==> src/hdl/topk_pkg.sv <==
// Shared types and constants for the top-k nearest selector.
// Used by topk_cell and topk_nearest_selector_unit; depends on nothing.
`default_nettype none

package topk_pkg;

	localparam int MAX_KEEP = 16;
	localparam int DATA_W   = 32;
	localparam int CFG_W    = 5;
	localparam int FILL_W   = $clog2(MAX_KEEP + 1);

	localparam logic [CFG_W-1:0] KEEP_RESET = CFG_W'(10);

	typedef logic [DATA_W-1:0] data_t;
	typedef logic [FILL_W-1:0] fill_t;

	// Operation broadcast to every cell of the chain in the same cycle.
	typedef enum logic [2:0] {
		OP_HOLD    = 3'd0,
		OP_ADD     = 3'd1,
		OP_REPLACE = 3'd2,
		OP_SHIFT   = 3'd3,
		OP_CLEAR   = 3'd4
	} cell_op_t;

	// What a cell shows to its neighbors.
	typedef struct packed {
		logic  valid;
		logic  ahead;
		data_t held_dist;
		data_t id;
	} link_t;

	typedef enum logic [1:0] {
		ST_IDLE  = 2'b01,
		ST_FLUSH = 2'b10
	} state_t;

	// True when pair (da, ia) orders after pair (db, ib).
	function automatic logic pair_after(data_t da, data_t ia, data_t db, data_t ib);
		logic r;
		if (da != db) begin
			r = (da > db);
		end else begin
			r = (ia > ib);
		end
		return r;
	endfunction

endpackage

`default_nettype wire

==> src/hdl/topk_nearest_selector_unit.sv <==
// Top level of the top-k nearest selector: control, fill count, output register.
// Depends on topk_pkg and instantiates a row of topk_cell.
//
// Usage. A command beat is taken at a clock edge where start is high and busy
// is low. func 0 offers (distance, cand_id); func 1 flushes the kept ids.
// The cells hold the candidates sorted by (distance, id), so an offer is
// inserted, or replaces the worst entry if its distance is smaller, as it is
// accepted; offers can be issued every cycle while idle and produce no result.
// A flush shifts the chain toward cell 0, one entry per cycle, and emits
// min(held, k) result beats on consecutive cycles; busy is high during the
// flush, the first beat shows in the cycle after busy rises and the last one
// in the first cycle with busy low again. The last beat carries last.
// A flush of an empty store gives one beat with last and empty_res set in the
// cycle after the flush is taken, without raising busy. Each result beat shows
// on result_id, last and empty_res for one cycle while result_strobe is high;
// the receiver cannot hold it off. keep_count is written through cfg_we and
// cfg_wdata; the user must write it only while the block is idle, which the
// block does not enforce. 0 acts as 1 and values above the chain length act
// as the chain length. Reset empties the store and sets keep_count to 10.
`default_nettype none

module topk_nearest_selector_unit (
	input  wire                           clk,
	input  wire                           arst_n,
	input  wire                           start,
	output logic                          busy,
	input  wire                           func,
	input  wire  [topk_pkg::DATA_W-1:0]   distance,
	input  wire  [topk_pkg::DATA_W-1:0]   cand_id,
	input  wire                           cfg_we,
	input  wire  [topk_pkg::CFG_W-1:0]    cfg_wdata,
	output logic                          result_strobe,
	output logic [topk_pkg::DATA_W-1:0]   result_id,
	output logic                          last,
	output logic                          empty_res
);

	localparam int N = topk_pkg::MAX_KEEP;

	topk_pkg::state_t        state_q;
	topk_pkg::fill_t         fill_q;
	topk_pkg::fill_t         remain_q;
	logic [topk_pkg::CFG_W-1:0] keep_count_q;
	topk_pkg::fill_t         k_eff;
	topk_pkg::fill_t         emit_n;
	topk_pkg::cell_op_t      op;
	logic                    accept;
	logic                    hit_any;

	logic                    result_strobe_q;
	topk_pkg::data_t         result_id_q;
	logic                    last_q;
	logic                    empty_res_q;

	topk_pkg::link_t         links [N];
	topk_pkg::link_t         lefts [N];
	topk_pkg::link_t         rights [N];
	logic [N-1:0]            hits;
	logic [N-1:0]            valid_vec;

	assign busy   = (state_q == topk_pkg::ST_FLUSH);
	assign accept = start && !busy;

	always_comb begin
		if (keep_count_q == '0) begin
			k_eff = topk_pkg::FILL_W'(1);
		end else if (int'(keep_count_q) > N) begin
			k_eff = topk_pkg::FILL_W'(N);
		end else begin
			k_eff = topk_pkg::FILL_W'(keep_count_q);
		end
	end

	assign emit_n  = (fill_q < k_eff) ? fill_q : k_eff;
	assign hit_any = |hits;

	always_comb begin
		op = topk_pkg::OP_HOLD;
		if (busy) begin
			op = (remain_q == topk_pkg::FILL_W'(1)) ? topk_pkg::OP_CLEAR : topk_pkg::OP_SHIFT;
		end else if (accept && !func) begin
			if (fill_q < k_eff) begin
				op = topk_pkg::OP_ADD;
			end else if (fill_q != '0 && hit_any) begin
				op = topk_pkg::OP_REPLACE;
			end
		end
	end

	genvar gi;
	generate
		for (gi = 0; gi < N; gi++) begin : g_cell
			if (gi == 0) begin : g_head
				assign lefts[gi] = '{valid: 1'b1, ahead: 1'b0, held_dist: '0, id: '0};
			end else begin : g_mid
				assign lefts[gi] = links[gi-1];
			end
			if (gi == N - 1) begin : g_tail
				assign rights[gi] = '{valid: 1'b0, ahead: 1'b0, held_dist: '0, id: '0};
			end else begin : g_body
				assign rights[gi] = links[gi+1];
			end
			assign valid_vec[gi] = links[gi].valid;

			topk_cell u_cell (
				.clk      (clk),
				.arst_n   (arst_n),
				.op       (op),
				.new_dist (distance),
				.new_id   (cand_id),
				.left     (lefts[gi]),
				.right    (rights[gi]),
				.link     (links[gi]),
				.hit      (hits[gi])
			);
		end
	endgenerate

	always_ff @(posedge clk or negedge arst_n) begin
		if (!arst_n) begin
			state_q         <= topk_pkg::ST_IDLE;
			fill_q          <= '0;
			remain_q        <= '0;
			keep_count_q    <= topk_pkg::KEEP_RESET;
			result_strobe_q <= 1'b0;
		end else begin
			if (cfg_we) begin
				keep_count_q <= cfg_wdata;
			end
			result_strobe_q <= 1'b0;
			unique case (state_q)
				topk_pkg::ST_IDLE: begin
					if (op == topk_pkg::OP_ADD) begin
						fill_q <= fill_q + topk_pkg::FILL_W'(1);
					end
					if (accept && func) begin
						if (fill_q == '0) begin
							result_strobe_q <= 1'b1;
						end else begin
							remain_q <= emit_n;
							state_q  <= topk_pkg::ST_FLUSH;
						end
					end
				end
				topk_pkg::ST_FLUSH: begin
					result_strobe_q <= 1'b1;
					remain_q        <= remain_q - topk_pkg::FILL_W'(1);
					if (remain_q == topk_pkg::FILL_W'(1)) begin
						fill_q  <= '0;
						state_q <= topk_pkg::ST_IDLE;
					end
				end
				default: state_q <= topk_pkg::ST_IDLE;
			endcase
		end
	end

	// Result payload; the strobe alone marks a beat.
	always_ff @(posedge clk) begin
		if (busy) begin
			result_id_q <= links[0].id;
			last_q      <= (remain_q == topk_pkg::FILL_W'(1));
			empty_res_q <= 1'b0;
		end else if (accept && func) begin
			result_id_q <= '0;
			last_q      <= 1'b1;
			empty_res_q <= 1'b1;
		end
	end

	assign result_strobe = result_strobe_q;
	assign result_id     = result_id_q;
	assign last          = last_q;
	assign empty_res     = empty_res_q;

	// Outside a flush the valid cells match the count; a flush drains them first.
	assert property (@(posedge clk) disable iff (!arst_n)
		!busy |-> ($countones(valid_vec) == int'(fill_q)))
		else $error("cell valid bits disagree with fill count");

	assert property (@(posedge clk) disable iff (!arst_n)
		(valid_vec & (valid_vec + N'(1))) == '0)
		else $error("held entries are not contiguous from cell 0");

	assert property (@(posedge clk) disable iff (!arst_n)
		busy |-> (fill_q != '0 && remain_q != '0 && remain_q <= fill_q))
		else $error("flush running with nothing to emit");

	assert property (@(posedge clk) disable iff (!arst_n)
		(result_strobe && empty_res) |-> (last && !busy))
		else $error("empty flush result not marked last");

	assert property (@(posedge clk) disable iff (!arst_n)
		(result_strobe && last) |-> (!busy && fill_q == '0))
		else $error("store not cleared after last result");

endmodule

`default_nettype wire

==> src/hdl/topk_cell.sv <==
// One cell of the sorted candidate chain: holds a distance, an id and a valid bit.
// Depends on topk_pkg for the link struct, the op codes and the pair compare.
`default_nettype none

module topk_cell (
	input  wire                 clk,
	input  wire                 arst_n,
	input  topk_pkg::cell_op_t  op,
	input  topk_pkg::data_t     new_dist,
	input  topk_pkg::data_t     new_id,
	input  topk_pkg::link_t     left,
	input  topk_pkg::link_t     right,
	output topk_pkg::link_t     link,
	output logic                hit
);

	logic            valid_q;
	topk_pkg::data_t dist_q;
	topk_pkg::data_t id_q;
	logic            ahead;
	logic            enable;
	logic            here;

	// The new pair sorts ahead of this held entry.
	assign ahead = valid_q && topk_pkg::pair_after(dist_q, id_q, new_dist, new_id);
	// This cell holds the worst entry of the chain and the new distance beats it.
	assign hit   = valid_q && !right.valid && (new_dist < dist_q);

	assign enable = (op == topk_pkg::OP_ADD) || valid_q;
	assign here   = ahead || !valid_q;

	assign link.valid     = valid_q;
	assign link.ahead     = ahead;
	assign link.held_dist = dist_q;
	assign link.id        = id_q;

	always_ff @(posedge clk or negedge arst_n) begin
		if (!arst_n) begin
			valid_q <= 1'b0;
		end else begin
			unique case (op) inside
				topk_pkg::OP_ADD, topk_pkg::OP_REPLACE: begin
					if (enable && here && left.valid) begin
						valid_q <= 1'b1;
					end
				end
				topk_pkg::OP_SHIFT: valid_q <= right.valid;
				topk_pkg::OP_CLEAR: valid_q <= 1'b0;
				default:            valid_q <= valid_q;
			endcase
		end
	end

	always_ff @(posedge clk) begin
		unique case (op) inside
			topk_pkg::OP_ADD, topk_pkg::OP_REPLACE: begin
				if (enable && here && left.valid) begin
					if (left.ahead) begin
						dist_q <= left.held_dist;
						id_q   <= left.id;
					end else begin
						dist_q <= new_dist;
						id_q   <= new_id;
					end
				end
			end
			topk_pkg::OP_SHIFT: begin
				dist_q <= right.held_dist;
				id_q   <= right.id;
			end
			default: begin
				dist_q <= dist_q;
				id_q   <= id_q;
			end
		endcase
	end

endmodule

`default_nettype wire
==> config.mk <==
export PLATFORM = sky130hd
export DESIGN_NAME = topk_nearest_selector_unit
export DESIGN_NICKNAME = d
export VERILOG_FILES = /design/src/hdl/topk_pkg.sv /design/src/hdl/topk_nearest_selector_unit.sv /design/src/hdl/topk_cell.sv
export SDC_FILE = /design/constraint.sdc
export NUM_CORES = 2
export LEC_CHECK = 0
export ABC_AREA = 1
export BUFFER_PORTS_ARGS = -buffer_cell sky130_fd_sc_hd__buf_2
export CAP_MARGIN = 40
export CORE_AREA = 2 2 396 398
export DETAILED_ROUTE_END_ITERATION = 8
export DIE_AREA = 0 0 398 400
export PLACE_DENSITY = 0.65
export SYNTH_ARGS = -nofsm -noshare
export SYNTH_HDL_FRONTEND = slang
export SYNTH_SLANG_ARGS = --single-unit
==> constraint.sdc <==
create_clock -name clk -period 17.7 [get_ports clk]
set_clock_uncertainty 0.2 [all_clocks]
set_input_delay 3.54 -clock clk [delete_from_list [all_inputs] [get_ports clk]]
set_output_delay 3.54 -clock clk [all_outputs]
set_load 0.02 [all_outputs]
Word level (Yosys, flattened, before mapping)

Index checks and enable logic that the tools add are counted.

Logic and storage cells: 496
Input bits: 74
Output and inout bits: 36
Register bits: 1092

Mux-type cells: 167
Order comparisons: 50
Add/subtract/negate cells: 2
Reductions and logical operators: 178
Equality and inequality tests: 43

Operators by type and width:

| kind                                                             | count |
|---|---|
| 32-bit two-way mux                                               | 64 |
| 32-bit one-hot mux with 2 select lines                           | 32 |
| 32-bit greater-than comparator                                   | 32 |
| 32-bit less-than comparator                                      | 16 |
| 32-bit != test                                                   | 16 |
| 1-bit logical AND                                                | 82 |
| 2-bit AND reduction                                              | 32 |
| 1-bit one-hot mux with 3 select lines                            | 15 |
| 1-bit two-way mux                                                | 36 |
| 5-bit two-way mux                                                | 7 |
| 2-bit by 1-bit != test with 1-bit output (second input constant) | 17 |
| 1-bit logical OR                                                 | 32 |
| 5-bit one-hot mux with 2 select lines                            | 2 |
| 1-bit logical NOT                                                | 18 |
| 16-bit OR reduction                                              | 1 |
| 2-bit two-way mux                                                | 6 |
| 5-bit logical NOT                                                | 2 |
| 3-bit AND reduction                                              | 3 |
| 2-bit nonzero test                                               | 4 |
| 3-bit by 2-bit == test with 1-bit output (second input constant) | 2 |
| 3-bit two-way mux                                                | 2 |
| 2-bit != test (second input constant)                            | 3 |
| 5-bit by 1-bit adder with 5-bit output (second input constant)   | 1 |
| 5-bit by 1-bit == test with 1-bit output (second input constant) | 1 |
| other kinds (12)                                                 | 14 |

Depth between registers and ports, before layout

Depth in word-level cells: 15
Gate-level depth with buffers: 24
Depth with buffers taken out: 23

Modules after synthesis

From an unflattened synthesis, not the netlist that was laid out.

Cell total of the unflattened synthesis: 10329
Area total of the unflattened synthesis: 84135.7 µm²

Modules (own cells, without submodules):

| module                           | instances | cells each | sequential area each (µm²) | area an instance (µm²) |
|---|---|---|---|---|
| topk_cell (g_cell[0].u_cell ...) | 15        | 621        | 1946.9                     | 5086.1 |
| topk_cell (g_cell[1].u_cell)     | 1         | 717        | 1946.9                     | 5212.5 |
| topk_nearest_selector_unit       | 1         | 297        | 1465.2                     | 2631.3 |

Least setup slack after synthesis

No wires, ideal clock.

Kind: input to register
Start: input port distance[5] (netlist bit)
End: register g_cell[10].u_cell.dist_q[0], enable pin
Library setup time: 0.507 ns
Required time: 16.993 ns
Stages on the path: 18
Setup slack: 8.009 ns
Buffers on the path: 2
Arrival: 8.984 ns
Cells stage by stage: clkinv_1 clkbuf_1 ha_1 a21o_1 a21oi_1 nand2_1 nand2_1 nand2_1 nand2_1 nand2_1 nand3_1 nand2_1 nor2_1 nand2_1 o21ai_2 nand2_4 buf_2 a21oi_1

Word-level cells in the longest chain between the ends: 14
Elaborated cells between the ends (all ways): 53
Those cells by class: order compare: 17; eq/ne: 5; mux: 5; reduce/logical: 26

RTL lines:

| item                                               | line                             | text |
|---|---|---|
| start, declared                                    | topk_nearest_selector_unit.sv:28 | `input wire [topk_pkg::DATA_W-1:0] distance,` |
| 32-bit less-than comparator                        | topk_cell.sv:27                  | `assign hit = valid_q && !right.valid && (new_dist < dist_q);` |
| 1-bit logical AND                                  | topk_cell.sv:27                  |  |
| 16-bit OR reduction                                | topk_nearest_selector_unit.sv:75 | `assign hit_any = \|hits;` |
| 1-bit logical AND                                  | topk_nearest_selector_unit.sv:84 | `end else if (fill_q != '0 && hit_any) begin` |
| 2-bit two-way mux                                  | topk_nearest_selector_unit.sv:84 |  |
| 2-bit two-way mux                                  | topk_nearest_selector_unit.sv:82 | `if (fill_q < k_eff) begin` |
| 2-bit two-way mux                                  | topk_nearest_selector_unit.sv:81 | `end else if (accept && !func) begin` |
| 3-bit two-way mux                                  | topk_nearest_selector_unit.sv:79 | `if (busy) begin` |
| 3-bit by 1-bit == test with 1-bit output           | topk_cell.sv:29                  | `assign enable = (op == topk_pkg::OP_ADD) \|\| valid_q;` |
| 1-bit logical OR                                   | topk_cell.sv:29                  |  |
| 1-bit logical AND (2 in series)                    | topk_cell.sv:57                  | `if (enable && here && left.valid) begin` |
| 2-bit by 1-bit != test with 1-bit output (no line) | --                               |  |
| 2-bit AND reduction (no line) (*)                  | --                               |  |
| end signal, assigned                               | topk_cell.sv:59                  | `dist_q <= left.held_dist;` |
| end signal, assigned                               | topk_cell.sv:62                  | `dist_q <= new_dist;` |
| end signal, assigned                               | topk_cell.sv:68                  | `dist_q <= right.held_dist;` |
| end, declared                                      | topk_cell.sv:18                  | `topk_pkg::data_t dist_q;` |

Mark *: on every way between the ends. The rest lies on a longest branch, timed or not.
A chain may end at the register's enable or synchronous reset.

Worst setup path in the final report

Start: input port distance[22] (netlist bit)
End: register g_cell[0].u_cell.id_q[26], enable pin

Word-level cells in the longest chain between the ends: 13
Elaborated cells between the ends (all ways): 52
Those cells by class: order compare: 17; eq/ne: 5; mux: 5; reduce/logical: 25

RTL lines:

| item                                               | line                             | text |
|---|---|---|
| 32-bit less-than comparator                        | topk_cell.sv:27                  |  |
| 1-bit logical AND                                  | topk_cell.sv:27                  |  |
| 16-bit OR reduction                                | topk_nearest_selector_unit.sv:75 |  |
| 1-bit logical AND                                  | topk_nearest_selector_unit.sv:84 |  |
| 2-bit two-way mux                                  | topk_nearest_selector_unit.sv:84 |  |
| 2-bit two-way mux                                  | topk_nearest_selector_unit.sv:82 |  |
| 2-bit two-way mux                                  | topk_nearest_selector_unit.sv:81 |  |
| 3-bit two-way mux                                  | topk_nearest_selector_unit.sv:79 |  |
| 3-bit by 1-bit == test with 1-bit output           | topk_cell.sv:29                  |  |
| 1-bit logical OR                                   | topk_cell.sv:29                  |  |
| 1-bit logical AND                                  | topk_cell.sv:57                  |  |
| 2-bit by 1-bit != test with 1-bit output (no line) | --                               |  |
| 2-bit AND reduction (no line) (*)                  | --                               |  |
| end signal, assigned                               | topk_cell.sv:60                  | `id_q <= left.id;` |
| end signal, assigned                               | topk_cell.sv:63                  | `id_q <= new_id;` |
| end signal, assigned                               | topk_cell.sv:69                  | `id_q <= right.id;` |
| end, declared                                      | topk_cell.sv:19                  | `topk_pkg::data_t id_q;` |

Marks and branches as above.

==> out/qor.csv <==
metric,value,unit
CTS Sinks,1092,
outcome,finished clean,
gpl congestion,1.043,
Die Y,400,um
post-route minimum period,8.517,ns
Critical Path RT,17.93,ns
# Max-Cap Violations,0,
Syn Area/Cell,8.456,um^2
Tot GR Track Use,0.3201,
Port Buffer Count,109,
IO Pins,110,
CTS resizes,0,
worst-skew pair later-pin latency,0.79,ns
async set-reset flop share out of synthesis,0.03114,
Reg2Reg Launch Point,remain_q[0],
Design Power,17.61,mW
drt first pass iters,6,
final-report setup violation count,0,
num rows,145,
synth warn,0,
worst hold start,empty_res,
critical path capture point type,register,
Most used DFF post-synth,edfxtp_1,
placed wire-length estimate,187.7,mm
CTS Hold Buffers Added,0,
grt ovf,0,
total leakage power,34.28,nW
post-synthesis sequential area ratio,0.4233,
number of buffers created by CTS,134,
H-tree depth,4,
WL final,258.3,mm
Max IR drop VDD,0.0002589,V
Synth cell types,56,
die area,0.1592,mm^2
Reg area,0.03262,mm^2
final slew viol count,0,
worst min path class,register to register,
synthesized area,0.07705,mm^2
DR vias,67607,
largest area contributor in the netlist,edfxtp_1,
Initial Util,0.4967,
Mapped Cells,9111,
CTS tree,done,
initial antenna violation count,9,
Post CTS Setup Buffer Count,0,
Via density,6.049,
CP max FO,40,
Commonest cells post-synth,"2734 x nand2_1, 1632 x o21ai_0, 1057 x edfxtp_1",
fin nets,10122,
Setup CP Type,input port to register,
Final Hold Viols,0,
largest net degree at the start of global routing,259,
power per cell area,209.6,mW/mm^2
# DRC,0,
share of the synthesized area in the top cell type,0.4120,
Die Wd,398,um
Max-slew headroom,0.2388,
final setup TNS,0,ns
clk root buf,clkbuf_16,
vias in the first global route,62587,
Setup crit start,distance[22],
area grow syn2layout,9.025,%
CORE AREA,0.1551,mm^2
Fmax,117.4,MHz
first-pass GRT wire length,389.2,mm
Routed wire per std cell,23.11,um
layout cell share with drive strength beyond 1,0.05882,
Least-Margin Pin Slew,1.142,ns
syn_nets,10219,
footprint of the multi-input gates,0.04094,mm^2
number of synthesized register bits,1092,
Post-synth EDFFs,1057,
Detail Route Antenna Nets,0,
Starting DRT DRC Count,8979,
final critical-path share of the clock period,0.4812,
CP Launch Type,input port,
worst-case clock buffer depth,3,
fillers,14143,
RSZ-0062 raised after global routing,no,
WP data arrival,8.75,ns
"Clk pin slew, worst setup/hold paths",0.05,ns
"count leader, synth",nand2_1,
"top cells by area, synth","edfxtp_1 41%, ha_1 17%, nand2_1 13%, o21ai_0 11%, a21oi_1 4.0%",
==> final timing paths <==
| kind | end | slack [ns] | depth (start not counted) |
|---|---|---|---|
| worst max-delay path | g_cell[0].u_cell.id_q[26] | 9.18 | 18 |
| worst min-delay path | empty_res | 0.26 | 2 |
| worst max register to register | g_cell[3].u_cell.dist_q[30] | 11.98 | 9 |
| worst min register to register | empty_res | 0.26 | 2 |
| max in group asynchronous | g_cell[8].u_cell.valid_q | 14.24 | 2 |
| min in group asynchronous | result_strobe | 2.54 | 1 |
==> metal layers <==
layer  vias up  global-route usage  share of wire
met5         -                   0       0.000039
met4         2              0.1193          0.038
met3       449             0.06871           0.11
met2      3335              0.4684           0.42
met1     31771              0.4628           0.43
li1      32050                   -              -
==> sequential cells by signal, indices dropped and copies added, names as in the netlist, 2 cells and up <==
signal	flops
keep_count_q	5
fill_q	5
remain_q	5
g_cell.u_cell.id_q	512
g_cell.u_cell.valid_q	16
state_q	2
result_id	32
g_cell.u_cell.dist_q	512
==> worst max-delay path, cell delays in order <==
cell      delay (ns)
buf_2           0.10
clkinv_1        0.07
buf_4           0.27
ha_1            0.37
nand2_1         0.06
nor2_1          0.34
nand4_1         0.35
nor2_1          0.43
nand4_1         0.23
nand3_1         0.20
nand2_1         0.07
nor2_1          0.09
nand2_1         0.10
o21ai_2         0.23
nand2_4         0.42
o21ai_0         0.44
clkinv_2        0.70
buf_4           0.63
==> layout by cell type (no fill, tap or decap), types with 14 or more instances in the layout <==
cell type	n
nand2_1	2720
o21ai_0	1632
edfxtp_1	1057
ha_1	1033
a21oi_1	608
o21ai_1	410
inv_1	295
nor2_1	216
clkbuf_16	137
buf_4	131
buf_2	119
nand3_1	117
clkinv_1	89
nand4_1	82
o211ai_1	58
o21a_1	49
nor3_1	37
clkbuf_1	31
dfrtp_1	31
nor4_1	26
nand2_4	17
buf_16	17
nand2_2	16
o221ai_1	15
a21oi_4	14
clkinv_2	14
==> cells by family (layout without fill, tap and decap cells) <==
logic type | after synthesis | in the layout | synth area share
buffers and inverters | 874 | 875 | 0.04924
and+or+nand+nor | 3270 | 3270 | 0.1688
DFF | 1092 | 1092 | 0.4233
other | 0 | 7 | 0
AOI/OAI and AO/OA | 2839 | 2839 | 0.1904
adders and majority gates | 1034 | 1034 | 0.1679
xor gates and xnor gates | 1 | 1 | 0.0001137
muxes | 1 | 1 | 0.0001461
==> final cells by class <==
type | instances | area share
inverter | 360 | 0.01622
clock inverter | 61 | 0.006733
antenna | 7 | 0.0002085
multi-input combinational | 7145 | 0.4874
clock buffer | 173 | 0.04302
sequential | 1092 | 0.3883
timing repair buffer | 281 | 0.02750
tap | 2058 | 0.03066
==> metrics by stage <==
stage                     worst slack (ns)  hold slack [ns]  cells  cell area [um^2]    util
after floorplan                      8.009           0.2692   9111             77050       -
after global placement               7.837           0.2501  10893             79010  0.5094
after detailed placement             8.589           0.2473  10935             79800  0.5144
after CTS                            9.432           0.2597  11169             83980  0.5414
after global routing                 9.074           0.2919  11174             83990  0.5415
final                                9.183           0.2647  11177             84000  0.5415
==> report_power, final <==
part | internal, mW | switching [mW] | total (mW)
Sequential | 5.25 | 1.38 | 6.64
Clock | 1.52 | 1.19 | 2.71
Combinational | 2.48 | 5.78 | 8.26
No activity file was read; power rests on OpenSTA's default activity.
